===== config.mk =====
export PLATFORM = sky130hd
export DESIGN_NAME = wiegand_keypad_transmitter_core
export DESIGN_NICKNAME = d
export VERILOG_FILES = /design/src/wkt_pkg.sv /design/src/wkt_key_decode.sv /design/src/wkt_engine.sv /design/src/wiegand_keypad_transmitter_core.sv
export SDC_FILE = /design/constraint.sdc
export NUM_CORES = 1
export LEC_CHECK = 0
export BUFFER_PORTS_ARGS = -buffer_cell sky130_fd_sc_hd__buf_2
export CORE_MARGIN = 5
export CORE_UTILIZATION = 45
export CTS_CLUSTER_DIAMETER = 60
export DETAILED_ROUTE_END_ITERATION = 12
export PLACE_DENSITY = 0.73
export SLEW_MARGIN = 25
export SYNTH_ARGS = -nofsm -noshare
export SYNTH_HDL_FRONTEND = slang
export SYNTH_SLANG_ARGS = --single-unit

===== constraint.sdc =====
create_clock -name clock -period 7.3 [get_ports clock]
set_clock_uncertainty 0.15 [all_clocks]
set_input_delay 0.365 -clock clock [delete_from_list [all_inputs] [get_ports clock]]
set_output_delay 0.365 -clock clock [all_outputs]
set_load 0.05 [all_outputs]

===== src/wkt_pkg.sv =====
// ----------------------------------------------------------------------------
// wkt_pkg
// Shared types and constants for the Wiegand 4-bit keypad transmitter.
// ----------------------------------------------------------------------------
package wkt_pkg;

   // number of Wiegand interfaces wired up (1..4); ports at or above are refused
   localparam int PORTS = 4;

   localparam int KEY_W      = 8;
   localparam int PORT_W     = 2;
   localparam int CODE_W     = 4;
   localparam int BITCNT_W   = 2;
   localparam int LINES_W    = 4;
   localparam int PULSE_W    = 10;
   localparam int BIT_GAP_W  = 16;
   localparam int KEY_GAP_W  = 18;
   localparam int CNT_W      = 18;
   localparam int CSR_IDX_W  = 2;
   localparam int CSR_DATA_W = 18;

   localparam logic [PULSE_W-1:0]   PULSE_RESET   = 10'd100;
   localparam logic [BIT_GAP_W-1:0] BIT_GAP_RESET = 16'd2000;
   localparam logic [KEY_GAP_W-1:0] KEY_GAP_RESET = 18'd200000;

   // ASCII keys
   localparam logic [KEY_W-1:0] ASCII_0       = 8'h30;
   localparam logic [KEY_W-1:0] ASCII_9       = 8'h39;
   localparam logic [KEY_W-1:0] ASCII_STAR    = 8'h2A;
   localparam logic [KEY_W-1:0] ASCII_PERCENT = 8'h25;

   localparam logic [CODE_W-1:0] CODE_STAR    = 4'b1010;
   localparam logic [CODE_W-1:0] CODE_PERCENT = 4'b1011;

   localparam logic [BITCNT_W-1:0] LAST_BIT = 2'd3;

   localparam logic OP_TICK = 1'b0;
   localparam logic OP_KEY  = 1'b1;

   localparam logic [CSR_IDX_W-1:0] CSR_PULSE   = 2'd0;
   localparam logic [CSR_IDX_W-1:0] CSR_BIT_GAP = 2'd1;
   localparam logic [CSR_IDX_W-1:0] CSR_KEY_GAP = 2'd2;

   typedef enum logic [1:0] {
      PH_IDLE   = 2'd0,
      PH_PULSE  = 2'd1,
      PH_GAP    = 2'd2,
      PH_KEYGAP = 2'd3
   } phase_type;

   typedef enum logic [1:0] {
      ST_OK      = 2'd0,
      ST_INVALID = 2'd1,
      ST_BUSY    = 2'd2
   } status_type;

   typedef struct packed {
      logic [PULSE_W-1:0]   pulse_ticks;
      logic [BIT_GAP_W-1:0] bit_gap_ticks;
      logic [KEY_GAP_W-1:0] key_gap_ticks;
   } timing_cfg_type;

   typedef struct packed {
      logic              valid;
      logic [CODE_W-1:0] code;
   } key_info_type;

   typedef struct packed {
      logic [LINES_W-1:0] d0_lines;
      logic [LINES_W-1:0] d1_lines;
      logic               busy;
      status_type         status;
   } result_type;

endpackage


===== src/wkt_key_decode.sv =====
// ----------------------------------------------------------------------------
// wkt_key_decode
// Maps a key character and port number to a 4-bit code plus a valid flag.
// ----------------------------------------------------------------------------
module wkt_key_decode
   import wkt_pkg::*;
(
   input  logic [KEY_W-1:0]  key_code,
   input  logic [PORT_W-1:0] port,
   output key_info_type      key_info
);

   logic [KEY_W-1:0] digit;
   logic             port_ok;

   assign digit   = key_code - ASCII_0;
   assign port_ok = (32'(port) < PORTS);

   always_comb begin
      key_info.valid = 1'b0;
      key_info.code  = '0;
      unique if (key_code >= ASCII_0 && key_code <= ASCII_9) begin
         key_info.valid = port_ok;
         key_info.code  = digit[CODE_W-1:0];
      end else if (key_code == ASCII_STAR) begin
         key_info.valid = port_ok;
         key_info.code  = CODE_STAR;
      end else if (key_code == ASCII_PERCENT) begin
         key_info.valid = port_ok;
         key_info.code  = CODE_PERCENT;
      end else begin
         key_info.valid = 1'b0;
      end
   end

endmodule


===== src/wkt_engine.sv =====
// ----------------------------------------------------------------------------
// wkt_engine
// Bit timing state machine; one word per call, result reflects the new state.
// ----------------------------------------------------------------------------
module wkt_engine
   import wkt_pkg::*;
(
   input  logic              clock,
   input  logic              reset,
   input  logic              step,
   input  logic              op,
   input  logic [PORT_W-1:0] port,
   input  key_info_type      key_info,
   input  timing_cfg_type    cfg,
   output result_type        result
);

   phase_type             phase_ff, phase_in;
   logic [BITCNT_W-1:0]   bit_count_ff, bit_count_in;
   logic [CODE_W-1:0]     code_bits_ff, code_bits_in;
   logic [PORT_W-1:0]     active_port_ff, active_port_in;
   logic [CNT_W-1:0]      countdown_ff, countdown_in;
   status_type            item_status;

   logic [CNT_W-1:0] pulse_load, gap_load, cnt_dec;

   // zero pulse / bit-gap settings count as one tick
   assign pulse_load = (cfg.pulse_ticks == '0) ? CNT_W'(1) : CNT_W'(cfg.pulse_ticks);
   assign gap_load   = (cfg.bit_gap_ticks == '0) ? CNT_W'(1) : CNT_W'(cfg.bit_gap_ticks);
   assign cnt_dec    = (countdown_ff != '0) ? countdown_ff - CNT_W'(1) : '0;

   // next state
   always_comb begin
      phase_in       = phase_ff;
      bit_count_in   = bit_count_ff;
      code_bits_in   = code_bits_ff;
      active_port_in = active_port_ff;
      countdown_in   = countdown_ff;
      item_status    = ST_OK;
      if (op == OP_TICK) begin
         if (phase_ff != PH_IDLE) begin
            countdown_in = cnt_dec;
            if (cnt_dec == '0) begin
               unique case (phase_ff)
                  PH_PULSE: begin
                     phase_in     = PH_GAP;
                     countdown_in = gap_load;
                  end
                  PH_GAP: begin
                     if (bit_count_ff == LAST_BIT) begin
                        bit_count_in = '0;
                        if (cfg.key_gap_ticks == '0) begin
                           phase_in = PH_IDLE;
                        end else begin
                           phase_in     = PH_KEYGAP;
                           countdown_in = CNT_W'(cfg.key_gap_ticks);
                        end
                     end else begin
                        bit_count_in = bit_count_ff + BITCNT_W'(1);
                        phase_in     = PH_PULSE;
                        countdown_in = pulse_load;
                     end
                  end
                  PH_KEYGAP: phase_in = PH_IDLE;
                  PH_IDLE:   phase_in = PH_IDLE;
                  default:   phase_in = PH_IDLE;
               endcase
            end
         end
      end else if (phase_ff != PH_IDLE) begin
         item_status = ST_BUSY;
      end else if (!key_info.valid) begin
         item_status = ST_INVALID;
      end else begin
         code_bits_in   = key_info.code;
         active_port_in = port;
         bit_count_in   = '0;
         phase_in       = PH_PULSE;
         countdown_in   = pulse_load;
      end
   end

   // outputs, taken from the state after this word
   logic              cur_bit;
   logic [LINES_W-1:0] port_mask;

   always_comb begin
      cur_bit   = code_bits_in[LAST_BIT - bit_count_in];
      port_mask = LINES_W'(1) << active_port_in;
      result.d0_lines = '1;
      result.d1_lines = '1;
      if (phase_in == PH_PULSE) begin
         if (cur_bit) begin
            result.d1_lines = ~port_mask;
         end else begin
            result.d0_lines = ~port_mask;
         end
      end
      result.busy   = (phase_in != PH_IDLE);
      result.status = item_status;
   end

   always_ff @(posedge clock) begin
      if (reset) begin
         phase_ff       <= PH_IDLE;
         bit_count_ff   <= '0;
         code_bits_ff   <= '0;
         active_port_ff <= '0;
         countdown_ff   <= '0;
      end else if (step) begin
         phase_ff       <= phase_in;
         bit_count_ff   <= bit_count_in;
         code_bits_ff   <= code_bits_in;
         active_port_ff <= active_port_in;
         countdown_ff   <= countdown_in;
      end
   end

endmodule


===== src/wiegand_keypad_transmitter_core.sv =====
// ----------------------------------------------------------------------------
// wiegand_keypad_transmitter_core
// Wiegand 4-bit keypad transmitter for up to four interfaces, tick driven.
// ----------------------------------------------------------------------------
// Usage:
//  - req channel (valid/ready): req_op = 0 is one time tick, req_op = 1 asks to
//    send req_key_code ('0'..'9', '*', '%') on interface req_port.
//  - rsp channel (valid/ready): exactly one word per req word, showing the
//    D0/D1 line levels (low active, bit n = port n), busy and status
//    (ok, invalid key, busy refused) after that word took effect.
//  - Output is registered: a word accepted at edge N shows on rsp after N.
//  - Throughput is one word per cycle unless rsp stalls; the state update of
//    the bit timer is a single decrement/compare pass, state to result reg.
//  - req_ready stays high while the result register is empty or being
//    drained; a stalled rsp holds its word and blocks only further req words.
//  - csr_we writes pulse / bit-gap / key-gap tick counts by csr_index; write
//    only while idle. Unknown indexes are ignored.
//  - Reset (synchronous): idle, rsp empty, timing registers back
//    to 100 / 2000 / 200000 ticks.
// ----------------------------------------------------------------------------
module wiegand_keypad_transmitter_core
   import wkt_pkg::*;
(
   input  logic                  clock,
   input  logic                  reset,
   // request channel
   input  logic                  req_valid,
   output logic                  req_ready,
   input  logic                  req_op,
   input  logic [KEY_W-1:0]      req_key_code,
   input  logic [PORT_W-1:0]     req_port,
   // result channel
   output logic                  rsp_valid,
   input  logic                  rsp_ready,
   output logic [LINES_W-1:0]    rsp_d0_lines,
   output logic [LINES_W-1:0]    rsp_d1_lines,
   output logic                  rsp_busy_res,
   output logic [1:0]            rsp_status,
   // configuration
   input  logic                  csr_we,
   input  logic [CSR_IDX_W-1:0]  csr_index,
   input  logic [CSR_DATA_W-1:0] csr_wdata
);

   timing_cfg_type cfg_ff;
   key_info_type   key_info;
   result_type     result;
   result_type     result_ff;
   logic           rsp_valid_ff;
   logic           accept;

   // result register frees up in the same cycle it is drained
   assign req_ready = !rsp_valid_ff || rsp_ready;
   assign accept    = req_valid && req_ready;

   // timing registers
   always_ff @(posedge clock) begin
      if (reset) begin
         cfg_ff.pulse_ticks   <= PULSE_RESET;
         cfg_ff.bit_gap_ticks <= BIT_GAP_RESET;
         cfg_ff.key_gap_ticks <= KEY_GAP_RESET;
      end else if (csr_we) begin
         unique case (csr_index)
            CSR_PULSE: begin
               cfg_ff.pulse_ticks <= csr_wdata[PULSE_W-1:0];
            end
            CSR_BIT_GAP: begin
               cfg_ff.bit_gap_ticks <= csr_wdata[BIT_GAP_W-1:0];
            end
            CSR_KEY_GAP: begin
               cfg_ff.key_gap_ticks <= csr_wdata[KEY_GAP_W-1:0];
            end
            default: ;
         endcase
      end
   end

   wkt_key_decode u_decode (
      .key_code (req_key_code),
      .port     (req_port),
      .key_info (key_info)
   );

   // state advances only on an accepted word
   wkt_engine u_engine (
      .clock    (clock),
      .reset    (reset),
      .step     (accept),
      .op       (req_op),
      .port     (req_port),
      .key_info (key_info),
      .cfg      (cfg_ff),
      .result   (result)
   );

   // output register
   always_ff @(posedge clock) begin
      if (reset) begin
         rsp_valid_ff <= 1'b0;
      end else if (accept) begin
         rsp_valid_ff <= 1'b1;
      end else if (rsp_ready) begin
         rsp_valid_ff <= 1'b0;
      end
   end

   always_ff @(posedge clock) begin
      if (accept) begin
         result_ff <= result;
      end
   end

   assign rsp_valid    = rsp_valid_ff;
   assign rsp_d0_lines = result_ff.d0_lines;
   assign rsp_d1_lines = result_ff.d1_lines;
   assign rsp_busy_res = result_ff.busy;
   assign rsp_status   = result_ff.status;

endmodule

==> results of run 1 <==
-- state kept, by name, indices dropped and copies added (netlist names) --
register	cells
rsp_status	2
rsp_d0_lines	4
u_engine.code_bits_ff	4
rsp_d1_lines	4
u_engine.active_port_ff	2
rsp_valid	1
u_engine.bit_count_ff	2
cfg_ff	44
u_engine.countdown_ff	18
rsp_busy_res	1
u_engine.phase_ff	2
-- per-stage QoR --
stage / setup slack [ns] / hold slack (ns) / utilization (%) / std cells / area [sq um]
6_report: 3.82 / 0.0717 / 50.5 / 742 / 5170
4_1_cts: 3.86 / 0.0604 / 50.5 / 742 / 5170
2_1_floorplan: 4.44 / 0.286 / - / 574 / 4680
5_1_grt: 3.60 / 0.0794 / 50.5 / 742 / 5170
3_3_place_gp: 4.12 / 0.294 / 48.5 / 726 / 4960
3_5_place_dp: 3.94 / 0.306 / 48.5 / 726 / 4960
-- cell usage after synthesis, drive strengths merged, types with 10 or more instances --
cell type,instances,area (sq um)
xor2,10,95.1
a21oi,53,265
nor4,11,90.1
o21ai,27,135
inv,15,56.3
nand2,106,398
clkbuf,26,97.6
edfxtp,11,330
a32o,15,150
dfxtp,73,1460
nand3,32,165
nor2,25,93.8
nand2b,11,68.8
nor3,21,116
-- where the power goes --
part | total, mW | internal (mW) | switching [mW]
Sequential | 0.491 | 0.480 | 0.0111
Combinational | 0.100 | 0.0345 | 0.0658
Clock | 0.354 | 0.171 | 0.183
Total | 0.945 | 0.685 | 0.260
-- worst reg2reg max path, stage by stage, from the launching register on --
cell	delay, ns
dfxtp_1	0.38
inv_1	0.13
ha_1	0.23
nor3b_2	0.48
nand4b_1	0.18
xor2_1	0.21
nand2_1	0.18
o41ai_2	0.72
a31oi_1	0.23
o211ai_1	0.21
nand3_1	0.13
-- cells by family after synthesis --
logic type	after synthesis	synth area share (%)
AO/OA/AOI/OAI	155	22.7
XOR/XNOR	13	2.60
adder cells (fa/ha/maj)	6	1.61
buffers and inverters	50	4.41
flip-flops	84	38.3
multiplexers	3	0.669
AND/OR/NAND/NOR	263	29.7
-- worst min path at each step --
stage,startpoint,end,slack (ns),depth (start not counted)
after global placement,u_engine.code_bits_ff[3],u_engine.code_bits_ff[3],0.29,2
after floorplan,cfg_ff[34],cfg_ff[34],0.29,2
after CTS,csr_wdata[17],cfg_ff[17],0.06,3
final,csr_wdata[17],cfg_ff[17],0.07,3
after global routing,req_valid,rsp_valid,0.08,3
after detailed placement,u_engine.code_bits_ff[3],u_engine.code_bits_ff[3],0.31,2
-- cell type report --
class,instances,area [sq um],share of cell area (%)
inverter,15,56.3,1.09
tap,136,170,3.29
sequential,84,1790,34.7
clock buffer,10,138,2.66
multi-input combinational,440,2680,51.9
timing repair buffer,51,263,5.09
clock inverter,6,68.8,1.33
-- routing by layer --
layer / vias to the layer above / part of all wire [%]
met5: - / 0
met4: 0 / 2.3
met3: 28 / 7.2
met2: 172 / 47
met1: 2118 / 44
li1: 2179 / -
-- cells in the final DEF (no fill, tap or decap), types with 14 or more instances in the layout --
cell,count
a32o_1,15
nand3_1,31
a21oi_1,53
nand2_1,106
nor3_1,20
dfxtp_1,73
o21ai_0,15
inv_1,14
buf_2,48
nor2_1,25
==> key figures, run 1 <==
Cells and area
  – Nets: between 600 and 700
  – # diodes: 0
  – Area grow syn2layout: 10.5%
  – Filler Cell Count: around 1000
  – Share of post-route cells with drive strength above 1: 14.0%

Floorplan
  – Core area: 10200 sq um
  – Initial Util: between 40 and 50%
  – Die Ht: 112 microns
  – # IOs: 49
  – Die ar.: between 10000 and 15000 sq um
  – Die Span X: ~110 microns
  – Cell row count: 37

Drt
  – Vias post-DR: ~4500
  – Vias/cell: about 6.1
  – Final ANT Viol Nets: 0
  – DR WL/cell: approximately 17 microns
  – Drt drc: 0
  – TritonRoute pass-1 iters: 6
  – WL final: approximately 13000 microns
  – Drt initial violations: 370

Worst setup path
  – CP peak stage delay: slightly above 0.7 ns
  – Reg-to-reg critical path endpoint: rsp_d1_lines[1]
  – CP Cell Sequence: inv_1 > ha_1 > nor3b_2 > nand4b_1 > xor2_1 > nand2_1 > o41ai_2 > a31oi_1 > o211ai_1 > nand3_1
  – Worst setup path endpoint: rsp_d1_lines[1]
  – Worst reg2reg path depth: 10
  – CP required: 7.25 ns
  – CP max-delay cell: o41ai_2
  – CP Class: register to register
  – Critical path buffers and inverters: 1
  – Worst reg2reg startpoint: u_engine.countdown_ff[0]
  – Crit. End Element: register
  – R2r setup slk: between 3 and 4 ns
  – Crit path max-delay family: compound AO/OA/AOI/OAI gates
  – Worst Setup SP: u_engine.countdown_ff[0]
  – Crit Path Max Fanout: 7
  – Worst path depth: 10
  – Worst setup SP type: register
  – Crit path arrival time: 3.42 ns

Clock network
  – # clock sinks: 84
  – Post-CTS setup buffer count: 0
  – Post_cts resized: 0
  – Skew-Pair Late Insertion Delay: approximately 0.36 ns
  – Cts bufs inserted: 9
  – Clock Pin Slew Worst Setup and Hold Paths: about 0.09 ns
  – CTS tree: yes
  – Clk buf depth: 2
  – CTS H-Tree Depth: 3
  – Clock root cell: clkbuf_8
  – Hold buffers post-CTS: 0

Synthesis
  – Netlist cell types: 70
  – EDFF count, synth: 11
  – Post-Syn Instances: ~570
  – Seq/Total Area, Yosys: between 30% and 40%
  – Synth Cell Area: between 4000 and 5000 sq um
  – Main flop type after synthesis: dfxtp_1
  – Async SR Flop Fraction: 0%
  – Seq cells post-synth: 84
  – Mapped Nets: a little over 600
  – Syn_area_per_cell: around 8.1 sq um
  – YS warnings: 0

Flow run
  – Max_cap viols: 0

GRT
  – Largest net degree at the start of global routing: roughly 50
  – Met2 usage: 32.7%
  – First-pass GRT wire length: 21600 microns
  – GRT Max-Usage Layer: met2
  – Number of global-route vias before repair: between 4000 and 5000
  – GRT Total Usage: between 20% and 30%
  – Grt met3 use: under 10%
  – GR Util met1: 28.5%
  – Initial antenna violation count: 0
  – GRT overflow: 0

Place
  – RD Place Congestion: 0.920
  – Post-DP HPWL: between 9000 and 10000 microns
  – IO buf count: 48

Power and ir drop
  – LEAKAGE: roughly 1.9 nW
  – Peak supply drop: between 100 and 150 uV
  – Tot Pwr: between 0.9 and 1 mW
  – Ratio of total power to cell area: about 180 nW/um^2

Timing
  – Final period util: about 48%
  – Post-layout min period: about 3.5 ns
  – Max Clk Rate: approximately 0.29 GHz
  – # setup viols final: 0
  – Slew Limit Fails: 0
  – Final Hold Vio Count: 0
  – Slew @ Worst Pin: roughly 0.95 ns
  – Max-slew headroom: roughly 37%
  – RSZ-0062 raised after global routing: no
  – Setup TNS: 0 ns

Run status
  – Status: complete, no violations

Worst hold path
  – Hold/Removal Path Class: primary input to register
Power figures use the tool's default switching activity.
==> run 2: changes to the inputs <==
ABC_AREA = 1   (was default)
PLACE_DENSITY = 0.75   (was 0.73)
clock period = 2.8 ns   (was 7.3 ns; I/O delays follow)
==> run 2 against run 1 <==
The run now ends with setup timing left. Critical path type unchanged. Register-to-register slack worse by 3.8 ns. Cell area up 15%. Sequential power rose to 2.7 times the previous value. Count of clock-buffer cells in the layout unchanged. Combinational power rose to 11 times the previous value.
==> key figures, run 2 <==
Run status
  – Status: finished, violations left
  – Violated checks: setup timing

Flow run
  – Max_cap viols: 0 (unchanged)

Clock network
  – Clk buf depth: 2 (unchanged)
  – Cts bufs inserted: 9 (unchanged)
  – # clock sinks: 84 (unchanged)
  – Clock root cell: clkbuf_8
  – Skew-Pair Late Insertion Delay: 0.37 ns (about the same)
  – Clock Pin Slew Worst Setup and Hold Paths: 0.09 ns (about the same)
  – CTS H-Tree Depth: 3 (unchanged)
  – CTS tree: yes

Floorplan
  – Cell row count: 37 (unchanged)
  – Initial Util: 46.5% (+0.75 points)
  – # IOs: 49 (unchanged)
  – Die Span X: 113 microns (+1.4%)
  – Die ar.: 12900 sq um (+2.8%)
  – Core area: 10400 sq um (+1.4%)
  – Die Ht: 113 microns (+1.4%)

Place
  – RD Place Congestion: 0.935 (+1.7%)
  – Post-DP HPWL: 10200 microns (+7.9%)
  – IO buf count: 48 (unchanged)

Worst setup path
  – Crit Path Max Fanout: 9 (+2)
  – Most frequent CP cell: nor2_4
  – Crit. End Element: register
  – Worst setup SP type: register
  – CP peak stage delay: 0.39 ns (-0.33 ns)
  – CP required: 2.77 ns (-4.48 ns)
  – CP Cell Sequence: nor2_4 > nand2_2 > nor2_4 > nand2_4 > nand2_4 > nand2_2 > nor2_2 > nand3_2 > nor2_4 > nand3_2 > o211ai_1 > and2_4 > nand3_1
  – Crit path arrival time: 2.78 ns (-0.64 ns)
  – Crit path max-delay family: simple AND/OR/NAND/NOR gates
  – CP Class: register to register
  – Critical path buffers and inverters: 0 (-1)
  – CP max-delay cell: dfxtp_1

Power and ir drop
  – Tot Pwr: 3.25 mW (+240%)
  – Part of the power in registers: 41.1% (-11 points)
  – Sw Pwr: 1.21 mW (+370%)
  – Ratio of total power to cell area: 546 nW/um^2 (+200%)
  – Peak supply drop: 362 uV (+250%)
  – Int Power: 2.04 mW (+200%)
  – Logic pwr share: 34.7% (+24 points)
  – LEAKAGE: 2.62 nW (+38%)
  – Switching share of total power: 37.3% (+9.8 points)
  – Clk pwr share: 24.2% (-13 points)

Synthesis
  – Seq cells post-synth: 84 (unchanged)
  – Top cell type's share of synthesized area: 30.3% (-0.92 points)
  – Main flop type after synthesis: dfxtp_1
  – Async SR Flop Fraction: 0% (unchanged)
  – Netlist cell types: 34 (-51%)
  – Main area contributors after synthesis: dfxtp_1, nand2_1, a21oi_1
  – YS warnings: 0 (unchanged)
  – Commonest cells in the netlist: nand2_1, inv_1, nor2_1
  – EDFF count, synth: 11 (unchanged)
  – Post-Syn Instances: 726 (+26%)
  – Seq/Total Area, Yosys: 37.2% (-1.1 points)
  – Synth Cell Area: 4820 sq um (+3.0%)
  – Syn_area_per_cell: 6.64 sq um (-19%)
  – Top cell type by total area after synthesis: dfxtp_1
  – Count leader, synth: nand2_1
  – Mapped Nets: 768 (+25%)

Cells and area
  – Share of post-route cells with drive strength above 1: 20.4% (+6.4 points)
  – Area grow syn2layout: 23.7%
  – Most frequent cells in the layout: nand2_1, inv_1, a21oi_1
  – Nets: 866 (+35%)
  – Max FFs per register: 44 (unchanged)
  – Largest register by flop count: cfg_ff
  – Fin util: 57.5% (+7.0 points)
  – Largest regs: cfg_ff (44), u_engine.countdown_ff (18)
  – # diodes: 0 (unchanged)
  – Commonest non-fill, non-tap cell in the layout: nand2_1

Timing
  – Final Hold Vio Count: 0 (unchanged)
  – Setup TNS: -0.0109 ns (-0.0109 ns)
  – Slew @ Worst Pin: 0.528 ns (-0.422 ns)
  – Final worst setup slack: -0.0109 ns (-3.83 ns)
  – Slew Limit Fails: 0 (unchanged)
  – Post-layout min period: 2.81 ns (-0.667 ns)
  – Final Hold Slack: 0.0600 ns (-0.0117 ns)
  – Max Clk Rate: 0.356 GHz (+24%)
  – # setup viols final: 1 (+1)
  – RSZ-0062 raised after global routing: yes
  – Max-slew headroom: 64.6% (+28 points)
  – Final period util: 100% (+53 points)

GRT
  – GRT Total Usage: 22.0% (+1.2 points)
  – GRT overflow: 0 (unchanged)
  – Largest net degree at the start of global routing: 58 (+18%)
  – Initial antenna violation count: 0 (unchanged)
  – Number of global-route vias before repair: 4956 (+18%)
  – First-pass GRT wire length: 23300 microns (+8.0%)

Worst hold path
  – Hold/Removal Path Class: primary input to register

Drt
  – DR WL/cell: 14.7 microns (-16%)
  – Vias/cell: 5.38 (-11%)
  – WL final: 14200 microns (+9.4%)
  – Drt initial violations: 391 (+5.7%)
  – Drt drc: 0 (unchanged)
  – TritonRoute pass-1 iters: 5 (-1)
  – Vias post-DR: 5187 (+15%)
  – Final ANT Viol Nets: 0 (unchanged)
-- run 2: changes by cell type in the layout (fill, tap and decap cells not counted), sizes merged, moves of 22 or more --
cell,previous run,this run
nand2,106,180
nor2,25,89
inv,18,79
o21ai,27,75
buf,51,90
nand3,32,59
a21oi,53,75
-- run 2: logic make-up after synthesis --
logic type / synth area share, %
xor+xnor: 0.545
simple gates: 32.8
compound gates: 19.3
flops: 37.2
buf+inv: 8.57
fa+ha+maj: 1.56
-- run 2: worst paths after layout --
kind / start / to / slack [ns] / cells past startpoint
setup reg to reg: u_engine.countdown_ff[4] / rsp_d0_lines[2] / -0.01 / 13
hold / removal: reset / u_engine.countdown_ff[13] / 0.06 / 2
setup / recovery: u_engine.countdown_ff[4] / rsp_d0_lines[2] / -0.01 / 13
hold reg to reg: cfg_ff[2] / cfg_ff[2] / 0.33 / 2
-- run 2: final cells by class --
class	count	area [sq um]
fillers	972	4410
multi-input cells	538	2750
flip-flops and latches	84	1800
repair buffers	111	766
inverters	80	303
well taps	136	170
clock buffers	10	128
clock inverters	6	48.8
-- run 2: per-layer routing --
layer | vias to the layer above | track usage [%] | share of wire [%]
li1 | 2600 | - | -
met1 | 2384 | 29.4 | 45
met2 | 178 | 35.5 | 47
met3 | 25 | 2.65 | 5.2
met4 | 0 | 10.4 | 2.9
met5 | - | 0 | 0
-- run 2: timing repair --
item	in CTS	in global routing
gates cloned	1	1
pin swaps	2	15
hold buffers	21	0
gates resized for setup	7	34
setup buffers	2	8
endpoints found under the setup margin	8	25
hold endpoints to repair	47	0
-- run 2: power groups by stage --
stage	registers (mW)	logic, mW	clock network, mW
3_5_place_dp	1.36	0.971	0
3_3_place_gp	1.36	0.961	0
5_1_grt	1.34	1.24	0.857
6_report	1.34	1.13	0.788
4_1_cts	1.33	1.04	0.803
2_1_floorplan	1.37	0.659	0
-- run 2: metrics by stage --
stage	cells	area [sq um]	setup WS (ns)
2_1_floorplan	726	4820	0.152
3_3_place_gp	916	5360	-0.00450
3_5_place_dp	916	5360	-0.123
4_1_cts	956	5790	0.0105
5_1_grt	965	5960	-0.145
6_report	965	5960	-0.0109
